## config.mk

```make
export PLATFORM = sky130hd
export DESIGN_NAME = bole_ctrl
export DESIGN_NICKNAME = d
export VERILOG_FILES = /design/src/design/bole_pkg.sv /design/src/design/bole_ctrl.sv
export SDC_FILE = /design/constraint.sdc
export NUM_CORES = 1
export LEC_CHECK = 0
export BUFFER_PORTS_ARGS = -buffer_cell sky130_fd_sc_hd__buf_2
export CAP_MARGIN = 20
export CORE_AREA = 2 2 39 41
export CTS_BUF_LIST = sky130_fd_sc_hd__clkbuf_8
export CTS_CLUSTER_DIAMETER = 150
export DETAILED_ROUTE_END_ITERATION = 16
export DIE_AREA = 0 0 41 43
export HOLD_SLACK_MARGIN = 0.06
export PLACE_DENSITY_LB_ADDON = 0.1
export SLEW_MARGIN = 15
export SYNTH_ARGS = -nofsm -noshare
export SYNTH_HDL_FRONTEND = slang
export SYNTH_SLANG_ARGS = --single-unit
```

## constraint.sdc

```tcl
create_clock -name clk -period 1.4 [get_ports clk]
set_clock_uncertainty 0.15 [all_clocks]
set_input_delay 0.14 -clock clk [delete_from_list [all_inputs] [get_ports clk]]
set_output_delay 0.14 -clock clk [all_outputs]
set_load 0.005 [all_outputs]
```

## src/design/bole_pkg.sv

```systemverilog
// Shared constants, operation and status codes, and the control structs
// of the bounded ordered list engine. No dependencies.
package bole_pkg;

    // Storage geometry.
    localparam int CAPACITY    = 32;
    localparam int VALUE_WIDTH = 32;

    // Fixed field widths of the request and response channels.
    localparam int FUNC_W = 3;
    localparam int DATA_W = 32;
    localparam int POS_W  = 5;
    localparam int STAT_W = 2;
    localparam int LEN_W  = 6;

    // Derived widths: cell index, entry count, and a width wide enough to
    // compare a request position against the entry count.
    localparam int IDX_W = $clog2(CAPACITY);
    localparam int CNT_W = $clog2(CAPACITY + 1);
    localparam int CMP_W = (POS_W > CNT_W) ? POS_W : CNT_W;

    typedef enum logic [FUNC_W-1:0] {
        FN_PUSH_FRONT = 3'd0,
        FN_PUSH_BACK  = 3'd1,
        FN_FIND       = 3'd2,
        FN_DELETE     = 3'd3,
        FN_READ       = 3'd4
    } func_t;

    typedef enum logic [STAT_W-1:0] {
        ST_OK        = 2'd0,
        ST_FULL      = 2'd1,
        ST_NOT_FOUND = 2'd2,
        ST_RANGE     = 2'd3
    } status_t;

    // Commands from the controller to the datapath.
    typedef struct packed {
        logic exec;   // a request transfer happens this cycle
        logic scan;   // the find scan is running
    } bole_cmd_t;

    // Status from the datapath to the controller.
    typedef struct packed {
        logic is_find;    // the offered request is a find
        logic scan_done;  // the scan ends this cycle
    } bole_sts_t;

endpackage

```

## src/design/bole_ctrl.sv

```systemverilog
// Controller of the ordered list engine: handshake control and find scan.
// Depends on bole_pkg.
module bole_ctrl import bole_pkg::*;
(
    input  logic      clk,
    input  logic      rst_n,
    input  logic      in_valid,
    input  logic      out_ready,
    input  bole_sts_t sts,
    output logic      in_ready,
    output logic      out_valid,
    output bole_cmd_t cmd
);

    typedef enum logic {
        S_IDLE,
        S_SCAN
    } state_t;

    state_t state_reg, state_next;
    logic   out_valid_reg, out_valid_next;

    // A new request may enter in the idle state whenever the response register is free or is
    // being emptied in the same cycle.
    assign in_ready  = (state_reg == S_IDLE) && (!out_valid_reg || out_ready);
    assign out_valid = out_valid_reg;
    assign cmd.exec  = in_valid && in_ready;
    assign cmd.scan  = (state_reg == S_SCAN);

    always_comb
    begin
        state_next     = state_reg;
        out_valid_next = out_valid_reg && !out_ready;
        unique case (state_reg)
            S_IDLE:
            begin
                if (cmd.exec)
                begin
                    if (sts.is_find)
                        state_next = S_SCAN;
                    else
                        out_valid_next = 1'b1;
                end
            end
            S_SCAN:
            begin
                if (sts.scan_done)
                begin
                    state_next     = S_IDLE;
                    out_valid_next = 1'b1;
                end
            end
            default:
            begin
                state_next = S_IDLE;
            end
        endcase
    end

    always_ff @(posedge clk or negedge rst_n)
    begin
        if (!rst_n)
        begin
            state_reg     <= S_IDLE;
            out_valid_reg <= 1'b0;
        end
        else
        begin
            state_reg     <= state_next;
            out_valid_reg <= out_valid_next;
        end
    end

endmodule

```

* After elaboration in Yosys (flattened, before gate mapping)
Index checks and enable logic that the tools add are counted.
** Operators by class
- Reductions and logical operators :: 6
- Mux-type cells :: 8
- Bitwise gates (word level) :: 1
** Operator list (number)
- 2-to-1 mux 1 bit :: 6
- case mux 1 bit (2 select lines) :: 2
- logical AND 1 bit :: 3
- logical NOT 1 bit :: 2
- logical OR 1 bit :: 1
- inverter 1 bit :: 1
** Word-level totals
- Logic and storage cells :: 17
- Register bits after elaboration :: 2
- Input port bits :: 6

* Logic depth before layout (Yosys ltp)
Gate-level depths: netlist (run 1).
- Word-level depth :: 6
- Gate-level depth with buffers :: 2

* Worst setup path before layout (run 1)
No wires, ideal clock.
- Kind :: reg-to-reg
- From :: reg out_valid_reg (netlist: out_valid)
- To :: reg out_valid_reg (netlist: out_valid)
- Buffers on the path :: 0
- Setup time :: 0.124 ns
- Data required time :: 1.126 ns
- Arrival :: 0.746 ns
- Cell stages (with the launch flop) :: 3
- Period minus slack after synthesis :: 1.020 ns
- Slack :: 0.380 ns
- Cell sequence :: dfrtp_1 -> nor2b_4 -> a211o_1
** Between the ends
- Longest elaborated chain between the ends :: 6
- Elaborated cells between the ends (all ways) :: 9
- Those cells by class :: mux (4); reduce/logical (5)
** RTL lines
- from (decl) :: RTL line bole_ctrl.sv:21 : logic out_valid_reg, out_valid_next;
- from (signal assigned) :: RTL line bole_ctrl.sv:70 : out_valid_reg <= out_valid_next;
- logical NOT 1 bit :: RTL line bole_ctrl.sv:25 : assign in_ready = (state_reg == S_IDLE) && (!out_valid_reg || out_ready);
- logical OR 1 bit :: RTL line bole_ctrl.sv:25
- logical AND 1 bit :: RTL line bole_ctrl.sv:25
- logical AND 1 bit :: RTL line bole_ctrl.sv:27 : assign cmd.exec = in_valid && in_ready;
- 2-to-1 mux 1 bit :: RTL line bole_ctrl.sv:37 : if (cmd.exec)
- case mux 1 bit (2 select lines) * :: RTL line bole_ctrl.sv:34 : unique case (state_reg)
- via out_valid_next :: RTL line bole_ctrl.sv:21
The timed path passes the listed nets; every way through them passes the cells marked *.

==> impl_metrics.json, run 1 <==
{
  "setup_tns_ps": 0,
  "worstMarginPinSlew_ps": 232,
  "placed_area_sq_um": 174,
  "area_growth_pct": 124,
  "worst-path-max-fanout": 3,
  "total_leakage_power_nw": 0.127,
  "ys_async_sr_fraction": 1.00,
  "first_iter_violations": 1,
  "drive_above_1_share": 0.538,
  "whs_ps": 98.3,
  "grt_pass1_vias": 126,
  "ys_seq_area_frac": 0.430,
  "ys.flop_type": "dfrtp_1",
  "die_area_sq_um": 1760,
  "via_count": 138,
  "layout_setup_ws_ps": 48.9,
  "fin_util": 0.188,
  "grt_util_all_layers": 0.0481,
  "rsz0062_at_grt": "no",
  "finalSetupViolations": 0,
  "synth_top_area_frac": 0.430,
  "antenna_found_initial": 0,
  "status": "complete, no violations",
  "reg2reg_depth": 2,
  "dpl_worst_slack_ps": 313,
  "synth_xor_area_frac": 0,
  "num_antenna_cells": 0,
  "die_h_um": 43,
  "ys_types": 9,
  "timing.rr.end": "out_valid$_DFF_PN0_",
  "numPortBuffers": 9,
  "synth.avg_cell_area_sq_um": 10.6,
  "finalNetCount": 34,
  "synthTopCellsByCount": "dfrtp_1 (2), nor3b_1 (2)",
  "critPathLaunchType": "primary input",
  "via_per_inst": 3.29,
  "period_needed_ps": 1350,
  "layout.cell_area.non_filler_sq_um": 260,
  "drv_cap": 0,
  "antenna_left": 0,
  "hp-class": "in2async",
  "initial_utilization": 0.0841,
  "dp_cells": 35,
  "worstPathRequired_ps": 1110,
  "io_pins": 10,
  "ff2ff_setup_slack_ps": 350,
  "power_density_nw_per_um2": 1410,
  "clockBufferDepth": 2,
  "gp_congestion": 0.501,
  "fmax_mhz": 740,
  "crit_start": "in_valid",
  "rows": 14,
  "synth_warnings": 0,
  "core_sq_um": 1380,
  "drcViolationCount": 0,
  "synth-edff-count": 0,
  "synth-seq-cells": 2,
  "htreeDepth": 1,
  "slew-limit-headroom": 0.845,
  "drv_slew": 0,
  "synth_nets": 17,
  "tritoncts": "done",
  "crit_type": "in2out",
  "drt_first_pass_iters": 3,
  "cts_root_buf": "clkbuf_8",
  "wl_per_cell_um": 8.19,
  "syn_inst": 11,
  "yosysTopAreaCell": "dfrtp_1",
  "crit_path_end_kind": "output port",
  "routed_wl_um": 344,
  "synth_area_leaders": "dfrtp_1 (43%), nor3b_1 (13%), nor2b_4 (12%)",
  "fp.dieW_um": 41,
  "overflow": 0,
  "synth.mux.area_fraction": 0,
  "synthesis.area_sq_um": 116,
  "cts_made_buffers": 3,
  "ir_drop_mv": 0.253,
  "final_cells": 42,
  "finalHoldViolations": 0,
  "synth_compound_area_frac": 0.140,
  "grt_max_degree": 8,
  "grt_pass1_wl_um": 483,
  "synth_top_family_by_area": "simple AND/OR/NAND/NOR gates",
  "path_clk_slew_ps": 30,
  "cp_data_arrival_time_ps": 1060,
  "synthSimpleGateAreaFrac": 0.366,
  "finalCritPeriodShare": 0.965,
  "p_total_uw": 367,
  "n_fill_cell": 153,
  "synth-adder-area-share": 0,
  "insertion_delay_ps": 210,
  "timing.rr.start": "state_reg$_DFF_PN0_",
  "cts.sinks": 2
}
## kinds of logic (layout without fill, tap and decap cells)
group	after synthesis	after routing
simple gates	6	6
compound gates	2	2
flops	2	2
buf+inv	1	16
## per-layer routing
| layer | vias to the layer above | wire [um] | global-route usage |
|---|---|---|---|
| li1 | 68 | - | - |
| met1 | 61 | 146 | 0.0479 |
| met2 | 9 | 137 | 0.0563 |
| met3 | 0 | 60 | 0.0314 |
| met4 | 0 | 0 | 0.0600 |
| met5 | - | 0 | 0 |
## layout make-up
type,instances,area (sq um),share of cell area
Sequential cell,2,50.0,0.192
Timing Repair Buffer,13,85.1,0.327
Tap cell,16,20.0,0.0769
Clock buffer,3,41.3,0.159
Multi-Input combinational cell,8,63.8,0.245
## report_power, final
| part | switching (mW) | internal, mW | total (mW) |
|---|---|---|---|
| clock network | 0.0428 | 0.182 | 0.224 |
| logic | 0.0242 | 0.0407 | 0.0649 |
| registers | 0.0101 | 0.0672 | 0.0773 |
## worst max-delay path by stage
stage	endpoint	slack, ps
after floorplan	out_valid$_DFF_PN0_	380
after global placement	cmd[1]	320
after detailed placement	cmd[1]	310
after CTS	cmd[1]	40
after global routing	cmd[1]	20
final	cmd[1]	50
## layout by cell type (no fill, tap or decap)
| master | synthesis | layout |
|---|---|---|
| buf_2 | 0 | 9 |
| dlygate4sd3_1 | 0 | 4 |
| clkbuf_8 | 0 | 3 |
| dfrtp_1 | 2 | 2 |
| nor2b_4 | 1 | 1 |
| nor2_1 | 1 | 1 |
| nor3b_2 | 0 | 1 |
| nor3b_1 | 2 | 1 |
| a211o_1 | 1 | 1 |
| nand2_1 | 1 | 1 |
| nand2b_1 | 1 | 1 |
| o31ai_1 | 1 | 1 |
## timing repair
item	in CTS	in global routing
hold buffers	4	0
setup endpoints to repair	0	1
gates resized for setup	0	1
setup buffers	0	0
endpoints found under the hold margin	4	0
## critical path, cell delays in order
cell	delay [ps]
dlygate4sd3_1	520
buf_2	130
nor3b_2	140
buf_2	130
Note: power is estimated with default switching activity, not from simulation.
==> run 2: changes to the inputs <==
BUFFER_PORTS_ARGS = default   (was -buffer_cell sky130_fd_sc_hd__buf_2)
DONT_BUFFER_PORTS = 1   (was default)
SETUP_SLACK_MARGIN = 0.02   (was default)
SKIP_CTS_REPAIR_TIMING = 1   (was default)
==> run 2 against run 1 <==
Fmax is 6.2% higher. Worst setup slack better by 79 ps. First-iteration DRC count stayed put. Sequential power is 3.2% higher. Non-clock buffer count is 8 lower. Clock power hardly changed. Register-to-register slack worse by 30 ps. Largest cell class is now multi-input combinational cells.
==> impl_metrics.json, run 2 (same netlist as run 1, synthesis figures left out) <==
{
  "fp.dieW_um": 41,
  "power.share.clock": 0.652,
  "routed_wl_um": 368,
  "layout_setup_ws_ps": 128,
  "hp-start": "out_ready",
  "core_sq_um": 1380,
  "overflow": 0,
  "slew-limit-headroom": 0.833,
  "met1_length_um": 146,
  "finalCritPeriodShare": 0.909,
  "via_count": 111,
  "die_area_sq_um": 1760,
  "initial_utilization": 0.0841,
  "power_switching_uw": 72.4,
  "wl_met2_um": 155,
  "worstMarginPinSlew_ps": 250,
  "internal_power_uw": 274,
  "insertion_delay_ps": 210,
  "drv_cap": 0,
  "path_clk_slew_ps": 30,
  "final_common_cell": "dlygate4sd3_1",
  "tritoncts": "done",
  "io_pins": 10,
  "first_iter_violations": 1,
  "cts_made_buffers": 3,
  "cts_root_buf": "clkbuf_8",
  "crit_type": "reg2out",
  "dpl_worst_slack_ps": 332,
  "finalSetupViolations": 0,
  "pwr-share-seq": 0.230,
  "ff2ff_setup_slack_ps": 320,
  "dr_wl_met3_um": 66,
  "power_density_nw_per_um2": 1570,
  "timing.rr.end": "out_valid$_DFF_PN0_",
  "clockBufferDepth": 2,
  "rsz0062_at_grt": "no",
  "reg2reg_depth": 2,
  "cts.sinks": 2,
  "mostFrequentLayoutCells": "dlygate4sd3_1 (5), clkbuf_8 (3), nor3b_1 (2), dfrtp_1 (2)",
  "swShare": 0.209,
  "rows": 14,
  "drive_above_1_share": 0.222,
  "hold_depth": 2,
  "status": "complete, no violations",
  "worst-path-max-fanout": 4,
  "gp_congestion": 0.540,
  "crit_path_end_kind": "output port",
  "via_per_inst": 3.26,
  "grt_max_degree": 8,
  "htreeDepth": 1,
  "wl_per_cell_um": 10.8,
  "finalNetCount": 26,
  "die_h_um": 43,
  "total_leakage_power_nw": 0.0915,
  "drcViolationCount": 0,
  "critPathLaunchType": "flop",
  "grt_pass1_wl_um": 441,
  "fmax_mhz": 786,
  "grt_util_all_layers": 0.0481,
  "ir_drop_mv": 0.205,
  "antenna_left": 0,
  "comb_power_share": 0.118,
  "period_needed_ps": 1270,
  "n_fill_cell": 155,
  "top_layer_used": "met3",
  "hp-class": "in2reg",
  "area_growth_pct": 89.2,
  "holdPathEnd": "state_reg$_DFF_PN0_",
  "timing.rr.start": "out_valid$_DFF_PN0_",
  "setup_tns_ps": 0,
  "drt_first_pass_iters": 2,
  "finalHoldViolations": 0,
  "antenna_found_initial": 0,
  "num_antenna_cells": 0,
  "numPortBuffers": 0,
  "hpwlAfterDp_um": 237,
  "grt_pass1_vias": 117,
  "cp_data_arrival_time_ps": 980,
  "drv_slew": 0,
  "worstPathRequired_ps": 1110
}
[run 2: how the worst max path moves through the flow]
stage                                   start                  end  cells past startpoint
after floorplan           out_valid$_DFF_PN0_  out_valid$_DFF_PN0_                      2
after CTS                 out_valid$_DFF_PN0_               cmd[1]                      2
final                     out_valid$_DFF_PN0_               cmd[1]                      2
after detailed placement  out_valid$_DFF_PN0_  out_valid$_DFF_PN0_                      2
after global routing      out_valid$_DFF_PN0_               cmd[1]                      2
after global placement    out_valid$_DFF_PN0_  out_valid$_DFF_PN0_                      2
[run 2: worst max-delay path, stage by stage, from the launching register on]
cell,delay [ps]
dfrtp_1,380
nor2b_4,150
nor3b_1,240
[run 2: per-stage QoR]
step | power (mW) | hold slack [ps] | util | std cells | instance area (sq um)
floorplan | 0.107 | -306 | - | 11 | 116
global placement | 0.109 | -306 | 0.0931 | 26 | 129
detailed placement | 0.110 | -306 | 0.0931 | 26 | 129
CTS | 0.345 | -530 | 0.123 | 29 | 170
global route | 0.363 | 74.6 | 0.159 | 34 | 220
finish | 0.347 | 46.4 | 0.159 | 34 | 220
[run 2: metal layers]
metal,up-vias,global-route usage
li1,53,-
met1,48,0.0511
met2,10,0.0406
met3,0,0.0209
met4,0,0.100
met5,-,0
[run 2: final cells by class]
cell class                      count  area [sq um]  area share
Clock buffer                        3          41.3       0.188
Timing Repair Buffer                5          50.0       0.227
Tap cell                           16          20.0      0.0909
Multi-Input combinational cell      8          58.8       0.267
Sequential cell                     2          50.0       0.227
[run 2: power by group through the flow]
stage | registers [mW] | logic (mW) | clock network, mW
floorplan | 0.0762 | 0.0306 | 0
global placement | 0.0799 | 0.0291 | 0
detailed placement | 0.0802 | 0.0293 | 0
CTS | 0.0797 | 0.0295 | 0.236
global route | 0.0816 | 0.0461 | 0.236
finish | 0.0798 | 0.0410 | 0.226
==> run 3: changes to the inputs <==
CELL_PAD_IN_SITES_DETAIL_PLACEMENT = 0   (was default)
CELL_PAD_IN_SITES_GLOBAL_PLACEMENT = 2   (was default)
==> run 3 against run 2 <==
Hold slack better by 8.0 ps. Via count is 2.7% higher. Critical path depth stayed put. Largest cell class unchanged.
==> impl_metrics.json, run 3 (same netlist as run 1, synthesis figures left out) <==
{
  "status": "complete, no violations",
  "finalHoldViolations": 0,
  "ir_drop_mv": 0.177,
  "first_iter_violations": 7,
  "insertion_delay_ps": 200,
  "die_area_sq_um": 1760,
  "mostFrequentLayoutCells": "dlygate4sd3_1 (5), clkbuf_8 (3), nor3b_1 (2), dfrtp_1 (2)",
  "drv_slew": 0,
  "hp-start": "out_ready",
  "p_total_uw": 338,
  "dp_cells": 26,
  "worst-path-max-fanout": 4,
  "hpwlAfterDp_um": 278,
  "antenna_left": 0,
  "finalNetCount": 26,
  "layout_setup_ws_ps": 131,
  "drive_above_1_share": 0.222,
  "fp.dieW_um": 41,
  "grt_pass1_wl_um": 510,
  "cp_data_arrival_time_ps": 980,
  "dr_wl_met3_um": 23,
  "via_per_inst": 3.35,
  "total_leakage_power_nw": 0.0915,
  "io_pins": 10,
  "crit_start": "out_valid$_DFF_PN0_",
  "path_clk_slew_ps": 30,
  "worstPathCellList": "nor2b_4, nor3b_1",
  "setup_tns_ps": 0,
  "worstPathRequired_ps": 1110,
  "num_antenna_cells": 0,
  "htreeDepth": 1,
  "timing.rr.start": "out_valid$_DFF_PN0_",
  "crit_path_end_kind": "output port",
  "antenna_found_initial": 0,
  "clockBufferDepth": 2,
  "final_cells": 34,
  "slowest_stage": "dfrtp_1",
  "routed_wl_um": 339,
  "final_common_cell": "dlygate4sd3_1",
  "ff2ff_setup_slack_ps": 330,
  "cts_made_buffers": 3,
  "fmax_mhz": 788,
  "period_needed_ps": 1270,
  "grt_util_all_layers": 0.0480,
  "n_fill_cell": 155,
  "wl_per_cell_um": 9.97,
  "fin_util": 0.159,
  "via_count": 114,
  "slowest_delay_ps": 380,
  "cts.sinks": 2,
  "initial_utilization": 0.0841,
  "crit_type": "reg2out",
  "numPortBuffers": 0,
  "finalCritPeriodShare": 0.906,
  "critPathLaunchType": "flop",
  "gp_congestion": 0.531,
  "top_layer_used": "met3",
  "overflow": 0,
  "grt_max_degree": 8,
  "drcViolationCount": 0,
  "drv_cap": 0,
  "placed_area_sq_um": 129,
  "met1_length_um": 126,
  "area_growth_pct": 89.2,
  "layout.cell_area.non_filler_sq_um": 220,
  "power_density_nw_per_um2": 1530,
  "die_h_um": 43,
  "slew-limit-headroom": 0.830,
  "tritoncts": "done",
  "rsz0062_at_grt": "no",
  "hp-class": "in2reg",
  "worstMarginPinSlew_ps": 255,
  "cts_root_buf": "clkbuf_8",
  "core_sq_um": 1380,
  "wl_met2_um": 189,
  "whs_ps": 54.4,
  "drt_first_pass_iters": 3,
  "grt_pass1_vias": 131,
  "rows": 14,
  "finalSetupViolations": 0,
  "dpl_worst_slack_ps": 313
}
==> run 3: cell counts in the layout (fill, tap and decap cells not counted) <==
No cell type changed its count.
==> run 3: final timing paths <==
kind                                        to  cells past startpoint
min reg2reg                state_reg$_DFF_PN0_                      1
max reg2reg                out_valid$_DFF_PN0_                      2
max in group asynchronous  out_valid$_DFF_PN0_                      2
min                        state_reg$_DFF_PN0_                      2
max                                     cmd[1]                      2
min in group asynchronous  state_reg$_DFF_PN0_                      2
==> run 3: power by group <==
part / leakage [nW] / switching [mW] / total (mW) / internal [mW]
clock: 0.0216 / 0.0366 / 0.218 / 0.181
sequential: 0.0248 / 0.0121 / 0.0794 / 0.0673
combinational: 0.0451 / 0.0154 / 0.0408 / 0.0254
==> run 3: metal layers <==
| metal | GRT usage | vias to the layer above |
|---|---|---|
| met5 | 0 | - |
| met4 | 0.0600 | 0 |
| met3 | 0.0314 | 0 |
| met2 | 0.0719 | 5 |
| met1 | 0.0318 | 57 |
| li1 | - | 52 |
==> run 3: final cells by class <==
class                   count  area [sq um]  share of cell area
multi-input cells           8          58.8               0.267
flip-flops and latches      2          50.0               0.227
repair buffers              5          50.0               0.227
clock buffers               3          41.3               0.188
well taps                  16          20.0              0.0909
==> run 3: critical path, delay by kind of cell, from the launching register on <==
| family | cells | cell delay [ps] |
|---|---|---|
| flops | 1 | 380 |
| simple gates | 2 | 400 |
